[config.mk]
export PLATFORM = sky130hd
export DESIGN_NAME = sequence_integrity_checker_top_flat
export DESIGN_NICKNAME = d
export VERILOG_FILES = /design/src/sic_pkg.sv /design/src/sic_if.sv /design/src/sic_row_eval.sv /design/src/sequence_integrity_checker_top.sv /design/src/flat_wrapper.sv
export SDC_FILE = /design/constraint.sdc
export NUM_CORES = 1
export LEC_CHECK = 0
export ABC_AREA = 1
export ABC_CLOCK_PERIOD_IN_PS = 7500
export BUFFER_PORTS_ARGS = -buffer_cell sky130_fd_sc_hd__buf_2
export CAP_MARGIN = 20
export CORE_UTILIZATION = 50
export DETAILED_ROUTE_END_ITERATION = 16
export PLACE_DENSITY = 0.77
export REMOVE_ABC_BUFFERS = 1
export SLEW_MARGIN = 25
export SYNTH_ARGS = -nofsm -noshare
export SYNTH_HDL_FRONTEND = slang
export SYNTH_SLANG_ARGS = --single-unit
[constraint.sdc]
create_clock -name clk -period 7.5 [get_ports clk]
set_input_delay 0.75 -clock clk [delete_from_list [all_inputs] [get_ports clk]]
set_output_delay 0.75 -clock clk [all_outputs]
set_load 0.005 [all_outputs]
[src/sic_pkg.sv]
// Shared types and constants for the sequence integrity checker.
package sic_pkg;

  // Default width of the per-run row position counter
  localparam int unsigned ROW_INDEX_BITS_DEF = 32;

  // Verdict codes carried on the result channel
  typedef enum logic [2:0] {
    VERDICT_OK            = 3'd0,
    VERDICT_CAP_NONINC    = 3'd1,
    VERDICT_ING_NONINC    = 3'd2,
    VERDICT_CAP_PARTIAL   = 3'd3,
    VERDICT_ING_PARTIAL   = 3'd4,
    VERDICT_CAP_ABSENT    = 3'd5,
    VERDICT_ING_ABSENT    = 3'd6
  } verdict_t;

  // Channel health codes
  typedef enum logic [1:0] {
    HEALTH_OK       = 2'd0,
    HEALTH_DEGRADED = 2'd1,
    HEALTH_CORRUPT  = 2'd2
  } health_t;

  // One input row
  typedef struct packed {
    logic [1:0]         channel;
    logic signed [63:0] ts_ns;
    logic signed [63:0] ingest_seq;
    logic signed [63:0] capture_seq;
    logic               last_row;
  } sic_row_t;

  // Per-run tracking plus the global failure counter and validation flag
  typedef struct packed {
    logic signed [63:0] prev_capture;
    logic signed [63:0] prev_ingest;
    logic               all_ingest;
    logic               all_capture;
    logic               any_ingest;
    logic               any_capture;
    logic signed [63:0] first_ts;
    logic               channel_failed;
    logic [31:0]        fail_total;
    logic               validation_seen;
  } sic_state_t;

  localparam sic_state_t STATE_RESET = '{
    prev_capture:    64'sd0,
    prev_ingest:     64'sd0,
    all_ingest:      1'b1,
    all_capture:     1'b1,
    any_ingest:      1'b0,
    any_capture:     1'b0,
    first_ts:        64'sd0,
    channel_failed:  1'b0,
    fail_total:      32'd0,
    validation_seen: 1'b0
  };

  // One result item
  typedef struct packed {
    logic [1:0]         channel_id;
    verdict_t           verdict;
    health_t            health;
    logic [31:0]        row_index;
    logic signed [63:0] incident_ts;
    logic signed [63:0] offending_seq;
    logic [31:0]        failure_count;
    logic               seq_checked;
    logic               channel_done;
  } sic_result_t;

endpackage

[src/sic_if.sv]
// Valid/ready channel interfaces for rows in and verdicts out.
interface sic_in_if;
  logic               valid;
  logic               ready;
  logic [1:0]         channel;
  logic signed [63:0] ts_ns;
  logic signed [63:0] ingest_seq;
  logic signed [63:0] capture_seq;
  logic               last_row;

  modport source (output valid, channel, ts_ns, ingest_seq, capture_seq, last_row,
                  input ready);
  modport sink   (input valid, channel, ts_ns, ingest_seq, capture_seq, last_row,
                  output ready);
endinterface

interface sic_out_if;
  logic               valid;
  logic               ready;
  logic [1:0]         channel_id;
  logic [2:0]         verdict;
  logic [1:0]         health;
  logic [31:0]        row_index;
  logic signed [63:0] incident_ts;
  logic signed [63:0] offending_seq;
  logic [31:0]        failure_count;
  logic               seq_checked;
  logic               channel_done;

  modport source (output valid, channel_id, verdict, health, row_index, incident_ts,
                  offending_seq, failure_count, seq_checked, channel_done,
                  input ready);
  modport sink   (input valid, channel_id, verdict, health, row_index, incident_ts,
                  offending_seq, failure_count, seq_checked, channel_done,
                  output ready);
endinterface

[src/sic_row_eval.sv]
// Combinational row check: next tracking state and the optional verdict for one row.
module sic_row_eval import sic_pkg::*; #(
  parameter int unsigned ROW_INDEX_BITS = ROW_INDEX_BITS_DEF
) (
  input  sic_row_t                  row_i,
  input  sic_state_t                st_i,
  input  logic [ROW_INDEX_BITS-1:0] pos_i,
  output sic_state_t                st_nxt_o,
  output logic [ROW_INDEX_BITS-1:0] pos_nxt_o,
  output logic                      res_valid_o,
  output sic_result_t               res_o
);

  logic        has_ing, has_cap;
  logic        cap_fail, ing_fail, row_fail;
  logic        cap_partial, ing_partial, end_corrupt, bump;
  sic_state_t  upd;
  logic [31:0] total_nxt;

  assign has_ing = row_i.ingest_seq  > 64'sd0;
  assign has_cap = row_i.capture_seq > 64'sd0;

  // Row failures: capture against last present capture, ingest against previous row
  assign cap_fail = has_cap && (st_i.prev_capture != 64'sd0)
                    && (row_i.capture_seq <= st_i.prev_capture);
  assign ing_fail = !cap_fail && has_ing && (st_i.prev_ingest > 64'sd0)
                    && (row_i.ingest_seq <= st_i.prev_ingest);
  assign row_fail = cap_fail || ing_fail;

  // Running presence flags including this row
  always_comb begin
    upd                 = st_i;
    upd.first_ts        = (pos_i == '0) ? row_i.ts_ns : st_i.first_ts;
    upd.all_ingest      = st_i.all_ingest  && has_ing;
    upd.all_capture     = st_i.all_capture && has_cap;
    upd.any_ingest      = st_i.any_ingest  || has_ing;
    upd.any_capture     = st_i.any_capture || has_cap;
    upd.validation_seen = st_i.validation_seen || has_cap;
    upd.prev_capture    = (has_cap && !cap_fail) ? row_i.capture_seq : st_i.prev_capture;
    upd.prev_ingest     = row_i.ingest_seq;
    upd.channel_failed  = row_fail;
  end

  // End-of-run checks only when the row itself passed
  assign cap_partial = upd.any_capture && !upd.all_capture;
  assign ing_partial = upd.any_ingest  && !upd.all_ingest;
  assign end_corrupt = !row_fail && row_i.last_row && (cap_partial || ing_partial);
  assign bump        = row_fail || end_corrupt;
  assign total_nxt   = (bump && (st_i.fail_total != '1)) ? st_i.fail_total + 32'd1
                                                         : st_i.fail_total;

  // Next state: failed runs hold until their last row, last row clears the run
  always_comb begin
    if (st_i.channel_failed) begin
      st_nxt_o  = st_i;
      pos_nxt_o = pos_i;
    end else begin
      st_nxt_o            = upd;
      st_nxt_o.fail_total = total_nxt;
      pos_nxt_o           = (pos_i == '1) ? pos_i : pos_i + 1'b1;
    end
    if (row_i.last_row) begin
      st_nxt_o                 = STATE_RESET;
      st_nxt_o.fail_total      = st_i.channel_failed ? st_i.fail_total : total_nxt;
      st_nxt_o.validation_seen = st_i.channel_failed ? st_i.validation_seen
                                                     : upd.validation_seen;
      pos_nxt_o                = '0;
    end
  end

  // Verdict selection
  always_comb begin
    res_valid_o         = !st_i.channel_failed && (row_fail || row_i.last_row);
    res_o.channel_id    = row_i.channel;
    res_o.failure_count = total_nxt;
    res_o.seq_checked   = upd.validation_seen;
    res_o.channel_done  = row_i.last_row;
    res_o.row_index     = 32'd0;
    res_o.incident_ts   = upd.first_ts;
    res_o.offending_seq = 64'sd0;
    if (cap_fail) begin
      res_o.verdict       = VERDICT_CAP_NONINC;
      res_o.health        = HEALTH_CORRUPT;
      res_o.row_index     = 32'(pos_i);
      res_o.incident_ts   = row_i.ts_ns;
      res_o.offending_seq = row_i.capture_seq;
    end else if (ing_fail) begin
      res_o.verdict       = VERDICT_ING_NONINC;
      res_o.health        = HEALTH_CORRUPT;
      res_o.row_index     = 32'(pos_i);
      res_o.incident_ts   = row_i.ts_ns;
      res_o.offending_seq = row_i.ingest_seq;
    end else if (cap_partial) begin
      res_o.verdict = VERDICT_CAP_PARTIAL;
      res_o.health  = HEALTH_CORRUPT;
    end else if (ing_partial) begin
      res_o.verdict = VERDICT_ING_PARTIAL;
      res_o.health  = HEALTH_CORRUPT;
    end else if (upd.any_capture != upd.any_ingest) begin
      res_o.verdict = upd.any_capture ? VERDICT_ING_ABSENT : VERDICT_CAP_ABSENT;
      res_o.health  = HEALTH_DEGRADED;
    end else begin
      res_o.verdict = VERDICT_OK;
      res_o.health  = HEALTH_OK;
    end
  end

endmodule

[src/sequence_integrity_checker_top.sv]
// Top level of the sequence integrity checker: row register, run state, verdict register.
// Takes one row per clock and gives at most one verdict per row, in row order. A row sits
// in an input register while its sequences are compared against the stored run state (a
// few 64-bit signed compares); the verdict lands in an output register and is offered from
// there, so the verdict is registered between the row transfer and the verdict transfer.
// Throughput is one row per cycle for as long as the verdict side keeps up; rows that
// produce no verdict pass even while a verdict waits. Row positions count up to the
// ROW_INDEX_BITS maximum and then hold; row_index reports the low 32 bits.
module sequence_integrity_checker_top import sic_pkg::*; #(
  parameter int unsigned ROW_INDEX_BITS = ROW_INDEX_BITS_DEF
) (
  input logic       clk,
  input logic       rst_n,
  sic_in_if.sink    in_ch,
  sic_out_if.source out_ch
);

  sic_row_t                  in_r;
  logic                      in_valid_r;
  sic_state_t                st_r, st_nxt;
  logic [ROW_INDEX_BITS-1:0] pos_r, pos_nxt;
  logic                      res_valid;
  sic_result_t               res, out_r;
  logic                      out_valid_r;
  logic                      advance, in_ready;

  // Row leaves the input register when its verdict (if any) has room
  assign advance  = in_valid_r && (!res_valid || !out_valid_r || out_ch.ready);
  assign in_ready = !in_valid_r || advance;
  assign in_ch.ready = in_ready;

  // Input register
  always_ff @(posedge clk) begin
    if (!rst_n) begin
      in_valid_r <= 1'b0;
    end else if (in_ready) begin
      in_valid_r <= in_ch.valid;
    end
    if (in_ready && in_ch.valid) begin
      in_r <= '{channel:     in_ch.channel,
                ts_ns:       in_ch.ts_ns,
                ingest_seq:  in_ch.ingest_seq,
                capture_seq: in_ch.capture_seq,
                last_row:    in_ch.last_row};
    end
  end

  sic_row_eval #(.ROW_INDEX_BITS(ROW_INDEX_BITS)) u_eval (
    .row_i       (in_r),
    .st_i        (st_r),
    .pos_i       (pos_r),
    .st_nxt_o    (st_nxt),
    .pos_nxt_o   (pos_nxt),
    .res_valid_o (res_valid),
    .res_o       (res)
  );

  // Run state
  always_ff @(posedge clk) begin
    if (!rst_n) begin
      st_r  <= STATE_RESET;
      pos_r <= '0;
    end else if (advance) begin
      st_r  <= st_nxt;
      pos_r <= pos_nxt;
    end
  end

  // Verdict register
  always_ff @(posedge clk) begin
    if (!rst_n) begin
      out_valid_r <= 1'b0;
    end else if (advance && res_valid) begin
      out_valid_r <= 1'b1;
    end else if (out_ch.ready) begin
      out_valid_r <= 1'b0;
    end
    if (advance && res_valid) begin
      out_r <= res;
    end
  end

  assign out_ch.valid         = out_valid_r;
  assign out_ch.channel_id    = out_r.channel_id;
  assign out_ch.verdict       = out_r.verdict;
  assign out_ch.health        = out_r.health;
  assign out_ch.row_index     = out_r.row_index;
  assign out_ch.incident_ts   = out_r.incident_ts;
  assign out_ch.offending_seq = out_r.offending_seq;
  assign out_ch.failure_count = out_r.failure_count;
  assign out_ch.seq_checked   = out_r.seq_checked;
  assign out_ch.channel_done  = out_r.channel_done;

  // Failure total never goes backwards
  a_total_monotonic: assert property (@(posedge clk) disable iff (!rst_n)
    $past(rst_n) |-> st_r.fail_total >= $past(st_r.fail_total))
    else $error("failure total decreased");

  // A corrupt verdict bumps the total unless it is saturated
  a_corrupt_bumps: assert property (@(posedge clk) disable iff (!rst_n)
    advance && res_valid && res.health == HEALTH_CORRUPT |=>
      (st_r.fail_total == $past(st_r.fail_total) + 32'd1) || (st_r.fail_total == '1))
    else $error("corrupt verdict without failure count update");

  // Rows of a failed run never produce a verdict
  a_failed_silent: assert property (@(posedge clk) disable iff (!rst_n)
    in_valid_r && st_r.channel_failed |-> !res_valid)
    else $error("verdict from a failed run");

  // A closed run restarts at row zero with no failure flag
  a_run_cleared: assert property (@(posedge clk) disable iff (!rst_n)
    advance && in_r.last_row |=> pos_r == '0 && !st_r.channel_failed)
    else $error("run state not cleared after last row");

  // A pending verdict is never overwritten
  a_no_overwrite: assert property (@(posedge clk) disable iff (!rst_n)
    out_valid_r && !out_ch.ready |-> !(advance && res_valid))
    else $error("pending verdict overwritten");

endmodule
[src/flat_wrapper.sv]
// flat-port wrapper written by rule: the top's interface ports become plain ports
module sequence_integrity_checker_top_flat import sic_pkg::*;
#(
  parameter int unsigned ROW_INDEX_BITS = ROW_INDEX_BITS_DEF
)
  (clk, rst_n, in_ch_valid, in_ch_channel, in_ch_ts_ns, in_ch_ingest_seq, in_ch_capture_seq, in_ch_last_row, in_ch_ready, out_ch_valid, out_ch_channel_id, out_ch_verdict, out_ch_health, out_ch_row_index, out_ch_incident_ts, out_ch_offending_seq, out_ch_failure_count, out_ch_seq_checked, out_ch_channel_done, out_ch_ready);
  sic_in_if in_ch_i ();
  sic_out_if out_ch_i ();
  input logic clk;
  input logic rst_n;
  input wire logic [$bits(in_ch_i.valid)-1:0] in_ch_valid;
  input wire logic [$bits(in_ch_i.channel)-1:0] in_ch_channel;
  input wire logic [$bits(in_ch_i.ts_ns)-1:0] in_ch_ts_ns;
  input wire logic [$bits(in_ch_i.ingest_seq)-1:0] in_ch_ingest_seq;
  input wire logic [$bits(in_ch_i.capture_seq)-1:0] in_ch_capture_seq;
  input wire logic [$bits(in_ch_i.last_row)-1:0] in_ch_last_row;
  output wire logic [$bits(in_ch_i.ready)-1:0] in_ch_ready;
  output wire logic [$bits(out_ch_i.valid)-1:0] out_ch_valid;
  output wire logic [$bits(out_ch_i.channel_id)-1:0] out_ch_channel_id;
  output wire logic [$bits(out_ch_i.verdict)-1:0] out_ch_verdict;
  output wire logic [$bits(out_ch_i.health)-1:0] out_ch_health;
  output wire logic [$bits(out_ch_i.row_index)-1:0] out_ch_row_index;
  output wire logic [$bits(out_ch_i.incident_ts)-1:0] out_ch_incident_ts;
  output wire logic [$bits(out_ch_i.offending_seq)-1:0] out_ch_offending_seq;
  output wire logic [$bits(out_ch_i.failure_count)-1:0] out_ch_failure_count;
  output wire logic [$bits(out_ch_i.seq_checked)-1:0] out_ch_seq_checked;
  output wire logic [$bits(out_ch_i.channel_done)-1:0] out_ch_channel_done;
  input wire logic [$bits(out_ch_i.ready)-1:0] out_ch_ready;
  assign in_ch_i.valid = in_ch_valid;
  assign in_ch_i.channel = in_ch_channel;
  assign in_ch_i.ts_ns = in_ch_ts_ns;
  assign in_ch_i.ingest_seq = in_ch_ingest_seq;
  assign in_ch_i.capture_seq = in_ch_capture_seq;
  assign in_ch_i.last_row = in_ch_last_row;
  assign in_ch_ready = in_ch_i.ready;
  assign out_ch_valid = out_ch_i.valid;
  assign out_ch_channel_id = out_ch_i.channel_id;
  assign out_ch_verdict = out_ch_i.verdict;
  assign out_ch_health = out_ch_i.health;
  assign out_ch_row_index = out_ch_i.row_index;
  assign out_ch_incident_ts = out_ch_i.incident_ts;
  assign out_ch_offending_seq = out_ch_i.offending_seq;
  assign out_ch_failure_count = out_ch_i.failure_count;
  assign out_ch_seq_checked = out_ch_i.seq_checked;
  assign out_ch_channel_done = out_ch_i.channel_done;
  assign out_ch_i.ready = out_ch_ready;
  sequence_integrity_checker_top #(.ROW_INDEX_BITS(ROW_INDEX_BITS)) u_core (.clk(clk), .rst_n(rst_n), .in_ch(in_ch_i), .out_ch(out_ch_i));
endmodule
==> flow_metrics.env <==
export IMPL_status="finished, final reports clean"
export IMPL_insertion_delay_ns=0.62
export IMPL_gp_congestion=0.948
export IMPL_endpoint_kind="flip-flop"
export IMPL_start_util_pct=50.8
export IMPL_fin_worst_skew_ns=0.0233
export IMPL_cts_buffers=73
export IMPL_cts_root_buf="clkbuf_16"
export IMPL_powerDensity_mw_per_mm2=244
export IMPL_synthSimpleGateAreaFrac_pct=23.9
export IMPL_cts_sinks=660
export IMPL_synth_cell_types=42
export IMPL_syn_area_mm2=0.0321
export IMPL_fin_crit_sh_pct=69.9
export IMPL_p_leak_nw=15.1
export IMPL_wl_per_cell_um=18.7
export IMPL_post_cts_setup_buffer_count=0
export IMPL_crit_chain="inv_1 > ha_1 > a21oi_1 > o21ai_0 > a21oi_1 > nand2_1 > a21oi_1 > nand2_1 > nand2_1 > nand3_2 > nand2_4 > nand3_4 > nand2_8 > nand3_4 > buf_4 > nand2_1 > nand2_1 > nor2_1"
export IMPL_nets=4301
export IMPL_worstPathRequired_ns=8.04
export IMPL_vias=27600
export IMPL_synth_area_mux_share_pct=0
export IMPL_hp_start="in_ch_ts_ns[59]"
export IMPL_wl_mm=91.3
export IMPL_nFillCells=5379
export IMPL_ys_seq_area_share_pct=53.5
export IMPL_syn_inst=3677
export IMPL_cts_max_level=3
export IMPL_final_min_clock_period_ns=5.24
export IMPL_syn_to_final_growth_pct=15.3
export IMPL_synth_warnings=0
export IMPL_fmax_ghz=0.191
export IMPL_min_path_type="in -> reg"
export IMPL_tightest_slew_ns=1.06
export IMPL_viasPerCell=5.66
export IMPL_ctsResizeCount=0
export IMPL_synth_async_sr_flop_share_pct=0
export IMPL_die_h_um=255
export IMPL_finalSetupViolCount=0
export IMPL_start_kind="flip-flop"
export IMPL_rows=92
export IMPL_synth_seq_cells=660
export IMPL_grt_pass1_wl_mm=143
export IMPL_ios=402
export IMPL_die_area_mm2=0.0652
export IMPL_yosys_area_share_adder_pct=5.19
export IMPL_core_mm2=0.0632
export IMPL_maxCapViolCount=0
export IMPL_maxSlewHeadroom_pct=29.0
export IMPL_drt_iter0_drc=3221
export IMPL_dieWidth_um=255
export IMPL_clock_path_buffers=3
export IMPL_yosys_top_cells_count="nand2_1 (822), nor2_1 (497), edfxtp_1 (396), inv_1 (382), dfxtp_1 (264)"
export IMPL_synth_top_family_by_area="simple AND/OR/NAND/NOR gates"
export IMPL_track_usage_pct=27.4
export IMPL_place_area_mm2=0.0345
export IMPL_firstDrtPassIters=6
export IMPL_crit_fanout=82
export IMPL_ant_nets=0
export IMPL_cts_hold_buf=0
export IMPL_grt_pass1_vias=26000
export IMPL_synthXorXnorAreaFrac_pct=1.53
export IMPL_synthTopCellsByArea="edfxtp_1 (37%), dfxtp_1 (16%), nand2_1 (9.6%), nor2_1 (5.8%), ha_1 (5.2%)"
export IMPL_syn_area_per_cell_um2=8.73
export IMPL_drc=0
export IMPL_slew_viol_final=0
export IMPL_path_class="reg -> reg"
export IMPL_cp_common_cell="nand2_1"
export IMPL_synth_top_area_share_pct=37.1
export IMPL_worstPathArrival_ns=5.78
export IMPL_cts_tree="done"
export IMPL_port_buffers=401
export IMPL_synth_compound_area_share_pct=8.08
export IMPL_hold_viol_final=0
export IMPL_ir_drop_uv=189
export IMPL_overflow=0
export IMPL_synthFlopType="edfxtp_1"
export IMPL_worstReg2RegStart="u_core.st_r[229]"
export IMPL_dp_hpwl_mm=58.5
export IMPL_post_route_util_pct=58.6
export IMPL_synth_top_area_cell="edfxtp_1"
export IMPL_drive_gt1_share_pct=14.3
export IMPL_antenna_found_initial=7
export IMPL_slowest_delay_ns=0.64
export IMPL_crit_slowest_cell="nand2_4"
export IMPL_fin_area_mm2=0.0370
export IMPL_startpoint="u_core.st_r[229]"
export IMPL_synth_most_common_cell="nand2_1"
export IMPL_grt_max_degree=162
export IMPL_rsz0062_at_grt="no"
export IMPL_clkTransAtPathRegs_ns=0.06
export IMPL_synth_edf_count=396
area by class of cell:
cell class | count | area [um^2] | area share, %
Multi-Input combinational cell | 2413 | 12500 | 33.8
Clock buffer | 97 | 2100 | 5.66
Sequential cell | 660 | 17200 | 46.4
Clock inverter | 39 | 397 | 1.07
Timing Repair Buffer | 427 | 2260 | 6.11
Tap cell | 846 | 1060 | 2.86
Antenna cell | 1 | 2.50 | 0.00676
Inverter | 394 | 1510 | 4.07
critical path: cells and delay by family (launching register included):
family                   cells  cell delay [ns]
adder cells (fa/ha/maj)      1             0.39
AO/OA/AOI/OAI                4             0.95
flip-flops                   1             0.38
AND/OR/NAND/NOR             11             2.69
buffers and inverters        2             0.67
path summary, 6_finish.rpt:
kind | to | slack [ns] | cells past startpoint
worst min register to register | u_core.out_ch.channel_id[1] | 0.42 | 0
worst min-delay path | u_core.in_r[188] | 0.30 | 1
worst max register to register | u_core.st_r[190] | 2.26 | 18
worst max-delay path | u_core.st_r[190] | 2.26 | 18
where the power goes:
| part | internal (mW) | switching (mW) | total (mW) |
|---|---|---|---|
| logic | 0.353 | 0.743 | 1.10 |
| clock network | 2.19 | 1.53 | 3.72 |
| registers | 4.08 | 0.115 | 4.20 |
| total | 6.63 | 2.39 | 9.02 |
cells in the final DEF, fill, tap and decap left out, types with 50 or more instances in the layout:
cell	Yosys	final
nand2_1	822	819
inv_1	382	380
a21oi_1	221	221
nand4_1	237	237
xor2_1	56	56
nand3_1	53	50
a31oi_1	66	66
o22ai_1	63	63
a211oi_1	65	65
edfxtp_1	396	396
buf_2	57	400
nor2_1	497	496
ha_1	133	133
dfxtp_1	264	262
nor3_1	108	108
clkbuf_16	0	80
kinds of logic (layout without fill, tap and decap cells):
kind of cell             Yosys count  count (layout)
buffers and inverters            604             957
adder cells (fa/ha/maj)          133             133
other                              1               2
AO/OA/AOI/OAI                    444             444
AND/OR/NAND/NOR                 1779            1779
XOR/XNOR                          56              56
flip-flops                       660             660
flip-flops by register name, indices dropped and copies added, names as in the netlist:
signal and cells:
u_core.in_valid_r 1, u_core.out_ch.failure_count 32, u_core.out_ch.channel_done 1, u_core.out_ch.verdict 3
u_core.out_ch.incident_ts 64, u_core.out_ch.health 2, u_core.out_ch.valid 1, u_core.in_r 195
u_core.st_r 230, u_core.out_ch.offending_seq 64, u_core.pos_r 32, u_core.out_ch.seq_checked 1
u_core.out_ch.row_index 32, u_core.out_ch.channel_id 2
through the flow:
stage,instances,power [mW],hold slack (ns),TNS [ns],setup WS [ns]
after floorplan,3467,4.93,0.400,-585.69,-1.41
after global placement,4738,5.31,0.402,0,2.13
after detailed placement,4738,5.34,0.405,0,2.04
after CTS,4874,9.05,0.265,0,2.04
after global routing,4876,9.32,0.277,0,2.00
final,4877,9.02,0.299,0,2.26
layer usage:
metal	vias to the layer above	global-route usage (%)	routed length (um)
li1	13100	-	-
met1	13000	37.1	38500
met2	1271	43.9	41800
met3	211	4.46	7510
met4	12	10.9	3340
met5	-	0	89
No activity file was read; power rests on OpenSTA's default activity.
